<file path="src/rtl/fqd_pkg.sv">
// Shared types and constants for the FIFO queue with delete by handle.
// Holds the request codes, the item structs of both channels and the cell control struct.
// No dependencies; every other file in rtl refers to it by scoped names.
package fqd_pkg;

  localparam int QUEUE_DEPTH  = 16;
  localparam int HANDLE_WIDTH = 32;
  localparam int CNT_W        = $clog2(QUEUE_DEPTH + 1);

  typedef logic [HANDLE_WIDTH-1:0] handle_t;
  typedef logic [CNT_W-1:0]        cnt_t;

  typedef enum logic [1:0] {
    REQ_ENQUEUE = 2'd0,
    REQ_DEQUEUE = 2'd1,
    REQ_DELETE  = 2'd2
  } req_t;

  typedef struct packed {
    req_t    req_type;
    handle_t handle;
  } in_t;

  typedef struct packed {
    logic    status;
    handle_t out_handle;
    cnt_t    fill_level;
  } out_t;

  // Per-cell controls computed once per accepted item.
  typedef struct packed {
    logic live;    // cell holds a queued entry
    logic wr;      // cell receives the enqueued handle
    logic del_en;  // a delete with a nonzero handle is in progress
  } cell_ctl_t;

endpackage

</file>
<file path="src/rtl/fifo_queue_with_delete.sv">
// Top level of the FIFO queue with delete by handle: a row of fqd_cell slots,
// the occupancy counter and the result register. Depends on fqd_pkg and fqd_cell.
//
// Usage:
//   The input channel (in_valid, in_stall, in_item) carries one request per item:
//   enqueue, dequeue of the oldest entry, or delete of the oldest entry equal to
//   a handle. The output channel (out_valid, out_stall, out_item) returns one
//   result item per request: status, the dequeued handle and the fill level.
//   Each request is resolved in the cycle it is accepted: all slots compare
//   against the handle at once, a ripple chain along the row picks the oldest
//   match, and every younger slot shifts one place toward the head.
//   out_valid rises in the cycle after acceptance, and one item per cycle
//   is taken while results drain; the single result register sets that figure.
//   While out_valid is high and out_stall is high, in_stall is high and the
//   result holds. Reset empties the queue and drops any pending result; slot
//   contents are left as they are and are never read past the fill level.
module fifo_queue_with_delete (
  input  logic         clk,
  input  logic         rst,
  input  logic         in_valid,
  output logic         in_stall,
  input  fqd_pkg::in_t in_item,
  output logic         out_valid,
  input  logic         out_stall,
  output fqd_pkg::out_t out_item
);

  localparam int D = fqd_pkg::QUEUE_DEPTH;

  fqd_pkg::cnt_t      occ;
  fqd_pkg::cnt_t      occ_next;
  fqd_pkg::handle_t   data  [D];
  fqd_pkg::cell_ctl_t ctl   [D];
  logic [D:0]         found;
  logic               accept;
  logic               is_enq;
  logic               is_deq;
  logic               is_del;
  logic               enq_ok;
  logic               deq_ok;
  logic               del_ok;
  logic               ok;
  fqd_pkg::out_t      res;

  assign in_stall = out_valid && out_stall;
  assign accept   = in_valid && !in_stall;

  assign is_enq = (in_item.req_type == fqd_pkg::REQ_ENQUEUE);
  assign is_deq = (in_item.req_type == fqd_pkg::REQ_DEQUEUE);
  assign is_del = (in_item.req_type == fqd_pkg::REQ_DELETE);

  assign enq_ok = is_enq && (in_item.handle != '0) &&
                  (occ < fqd_pkg::cnt_t'(D));
  assign deq_ok = is_deq && (occ != '0);
  assign del_ok = is_del && (in_item.handle != '0) && found[D];
  assign ok     = enq_ok || deq_ok || del_ok;

  // A dequeue starts the removal chain at the head; a delete starts it at the match.
  assign found[0] = deq_ok;

  for (genvar i = 0; i < D; i++) begin : g_cell
    assign ctl[i].live   = (occ > fqd_pkg::cnt_t'(i));
    assign ctl[i].wr     = enq_ok && (occ == fqd_pkg::cnt_t'(i));
    assign ctl[i].del_en = is_del && (in_item.handle != '0);

    fqd_cell u_cell (
      .clk        (clk),
      .en         (accept),
      .ctl        (ctl[i]),
      .handle     (in_item.handle),
      .right_data ((i == D - 1) ? data[i] : data[(i + 1) % D]),
      .found_in   (found[i]),
      .data       (data[i]),
      .found_out  (found[i+1])
    );
  end

  always_comb begin
    occ_next = occ;
    if (enq_ok) begin
      occ_next = occ + fqd_pkg::cnt_t'(1);
    end else if (deq_ok || del_ok) begin
      occ_next = occ - fqd_pkg::cnt_t'(1);
    end
  end

  always_comb begin
    res.status     = !ok;
    res.out_handle = deq_ok ? data[0] : '0;
    res.fill_level = occ_next;
  end

  always_ff @(posedge clk) begin
    if (rst) begin
      occ       <= '0;
      out_valid <= 1'b0;
    end else begin
      if (accept) begin
        occ       <= occ_next;
        out_valid <= 1'b1;
      end else if (!out_stall) begin
        out_valid <= 1'b0;
      end
    end
  end

  always_ff @(posedge clk) begin
    if (accept) begin
      out_item <= res;
    end
  end

endmodule

</file>
<file path="src/rtl/fqd_cell.sv">
// One slot of the queue: a handle register, its compare against the request handle,
// and its link in the oldest-match chain. Depends on fqd_pkg.
module fqd_cell (
  input  logic               clk,
  input  logic               en,
  input  fqd_pkg::cell_ctl_t ctl,
  input  fqd_pkg::handle_t   handle,
  input  fqd_pkg::handle_t   right_data,
  input  logic               found_in,
  output fqd_pkg::handle_t   data,
  output logic               found_out
);

  fqd_pkg::handle_t data_next;
  logic             hit;

  assign hit = ctl.live && ctl.del_en && (data == handle);

  // Once an older cell is removed (or this one matches), this cell takes its
  // younger neighbor's entry so the gap closes.
  assign found_out = found_in || hit;

  always_comb begin
    if (ctl.wr) begin
      data_next = handle;
    end else if (found_out) begin
      data_next = right_data;
    end else begin
      data_next = data;
    end
  end

  always_ff @(posedge clk) begin
    if (en) begin
      data <= data_next;
    end
  end

endmodule

</file>
<file path="config.mk">
export PLATFORM = sky130hd
export DESIGN_NAME = fifo_queue_with_delete
export DESIGN_NICKNAME = d
export VERILOG_FILES = /design/src/rtl/fqd_pkg.sv /design/src/rtl/fifo_queue_with_delete.sv /design/src/rtl/fqd_cell.sv
export SDC_FILE = /design/constraint.sdc
export NUM_CORES = 1
export LEC_CHECK = 0
export ABC_AREA = 1
export BUFFER_PORTS_ARGS = -buffer_cell sky130_fd_sc_hd__clkbuf_2
export CORE_MARGIN = 2
export CORE_UTILIZATION = 41
export CTS_CLUSTER_DIAMETER = 50
export CTS_CLUSTER_SIZE = 30
export DETAILED_ROUTE_END_ITERATION = 8
export GPL_ROUTABILITY_DRIVEN = 0
export PLACE_DENSITY = 0.61
export SYNTH_ARGS = -nofsm -noshare
export SYNTH_HDL_FRONTEND = slang
export SYNTH_HIERARCHICAL = 1
export SYNTH_SLANG_ARGS = --single-unit
</file>
<file path="constraint.sdc">
create_clock -name clk -period 9.85 [get_ports clk]
set_input_delay 2.4625 -clock clk [delete_from_list [all_inputs] [get_ports clk]]
set_output_delay 2.4625 -clock clk [all_outputs]
set_load 0.01 [all_outputs]
</file>
==> metrics.md <==
| Metric | Value |
|---|---|
| Cell area after placement | 34700 sq um |
| CTS sink count | 556 |
| Ys Warns | 6 |
| Final worst slack | 2.21 ns |
| Hold Vio Cnt, Final | 0 |
| Syn Nets | 4366 |
| Maximum vdd ir drop | 0.116 mV |
| Leak | 0.0179 uW |
| Floorplan row count | 103 |
| Initial Util | 41.5% |
| Final wirelength | 94400 um |
| Tmin final | 7.64 ns |
| Skew final | 0.0396 ns |
| Worst path slowest cell | inv_1 |
| Routed vias | 27000 |
| Detailed-route DRC error count | 0 |
| Initial antenna violation count | 1 |
| R2r setup slk | 4.31 ns |
| Ys flop type | edfxtp_1 |
| Number of top-level pins | 78 |
| H-tree depth | 3 |
| Ant diodes | 0 |
| Fin util | 46.8% |
| Post-place setup slack | 1.61 ns |
| Antenna Nets Post-Route | 0 |
| Cells after synthesis | 4323 |
| Core ar. | 79100 sq um |
| Die span in y | 287 um |
| Vias in the first global route | 26300 |
| Required @ worst endpoint | 10.17 ns |
| Worst EP arrival | 7.97 ns |
| P per Cell Area | 161 nW/um^2 |
| Post-CTS setup buffers | 0 |
| Synth top area cells | edfxtp_1 (50%), nand2_1 (20%), inv_1 (8.6%), o21ai_0 (5.9%), xnor2_1 (3.8%) |
| Post-synth top area cell | edfxtp_1 |
| First-pass DRT Iterations | 5 |
| Clk root buf | clkbuf_16 |
| Overall power | 5950 uW |
| Total track usage | 22.9% |
| Largest net degree at the start of global routing | 55 |
| Yosys reg bits | 556 |
| Async SR Flop Fraction | 0% |
| Largest stage delay on the critical path | 0.74 ns |
| RR Startpoint | occ[0]$_SDFFE_PP0P_ |
| GR Overflow Total | 0 |
| DP Wirelength | 64800 um |
| Worst Tran Pin Value | 1.02 ns |
| Worst setup EP type | flip-flop |
| IO buf count | 77 |
| Ratio of cells with drive above 1 in the final layout | 8.11% |
| CP max FO | 33 |
| F_max | 131 MHz |
| CTS tree | built |
| RSZ-0062 raised after global routing | no |
| Post-synth cell types | 34 |
| Die Wd | 287 um |
| Hold-fix buffers, CTS | 0 |
| Count of flip-flops with a built-in enable after synthesis | 550 |
| Most instantiated cells after synthesis | nand2_1 (1783), inv_1 (750), edfxtp_1 (550) |
| Post-Syn Area | 32900 sq um |
| Max cap viols | 0 |
| Final Instance Area | 37000 sq um |
| Full die area | 82400 sq um |
| Synth top area share | 50.3% |
| Clock Latency Late Sink | 0.63 ns |
| Area delta synth->final | 12.7% |
| CTS resizes | 0 |
| Period utilization | 77.6% |
| Final number of setup-violating endpoints | 0 |
| Relative slew margins | 31.8% |
| Hold WC Path Type | flip-flop to flip-flop |
| CP dominant cell by count | nand2_1 |
| Outcome | finished clean |
| Avg Cell Area, Syn | 7.60 sq um |
| Vias/cell | 4.88 |
| Routed WL per cell | 17.0 um |
| Critical path launch point type | input port |
| First-pass GRT wire length | 147000 um |
| DRT iter0 DRCs | 2301 |
| Setup Crit Path Kind | input port to flip-flop |
| Worst setup path startpoint | in_item[30] |
| Setup TNS | 0 ns |
| Most common cell in the netlist | nand2_1 |
| Slew Limit Fails | 0 |
| Worst hold start | out_valid$_SDFFE_PP0P_ |
| Net count, final | 4479 |
| CTS Buffer Depth | 3 |
| Sequential share of the synthesized area | 50.6% |
| Num CTS Buffers | 67 |
| CTS clock-pin slew for the worst setup and hold paths | 0.06 ns |
[cell usage in the layout, fill, tap and decap left out, types with 34 or more instances in the layout]
cell / instances
xor2_1: 34
o21ai_0: 390
nand4_1: 82
nand2_1: 1783
xnor2_1: 144
buf_4: 71
clkbuf_16: 69
nand3_1: 45
edfxtp_1: 550
inv_1: 750
nor2_1: 303
clkbuf_2: 77
[critical path: cells and delay by family]
| family | cells | cell delay [ns] |
|---|---|---|
| buffers and inverters | 18 | 2.60 |
| and+or+nand+nor | 27 | 2.26 |
| AOI/OAI and AO/OA | 1 | 0.65 |
[final cells by class]
type / count / area (sq um)
clock buffers: 77 / 1760
repair buffers: 148 / 918
flip-flops and latches: 556 / 16600
fillers: 7898 / 42100
clock inverters: 44 / 532
multi-input cells: 2893 / 13000
well taps: 1050 / 1310
inverters: 770 / 2890
[through the flow]
stage	hold slack (ns)	instances
finish	0.481	5538
global route	0.518	5538
CTS	0.483	5538
detailed placement	0.475	5417
global placement	0.469	5417
floorplan	0.492	4323
[kinds of logic (layout without fill, tap and decap cells)]
logic type | Yosys count | after routing | share of synthesized area, %
adders and majority gates | 5 | 5 | 0.190
AOI/OAI and AO/OA | 403 | 403 | 6.18
and+or+nand+nor | 2307 | 2307 | 28.2
buffers and inverters | 874 | 1039 | 10.1
xor gates and xnor gates | 178 | 178 | 4.75
DFF | 556 | 556 | 50.6
[where the power goes]
| part | total [uW] | switching, uW | internal, uW |
|---|---|---|---|
| clock | 2600 | 1080 | 1520 |
| combinational | 595 | 414 | 181 |
| sequential | 2760 | 63.1 | 2700 |
| total | 5950 | 1550 | 4400 |
[final timing paths]
| kind | to | cells past startpoint |
|---|---|---|
| worst min-delay path | out_valid$_SDFFE_PP0P_ | 2 |
| worst max-delay path | g_cell[15].u_cell/data[7]$_DFFE_PP_ | 46 |
| worst max register to register | g_cell[15].u_cell/data[7]$_DFFE_PP_ | 42 |
| worst min register to register | out_valid$_SDFFE_PP0P_ | 2 |
[sequential cells by signal (all words and copies together), names as in the netlist]
signal,cells
g_cell.u_cell/data,512
out_valid,1
out_item,38
occ,5
[metal layers]
metal | vias up | part of all wire (%) | wire (um) | track usage, %
met4 | 0 | 2.5 | 2380 | 6.41
li1 | 13600 | - | - | -
met5 | - | 0 | 0 | 0
met1 | 12600 | 43 | 40600 | 29.9
met3 | 149 | 5.7 | 5350 | 3.18
met2 | 678 | 49 | 46100 | 39.6
No activity file was read; power rests on OpenSTA's default activity.
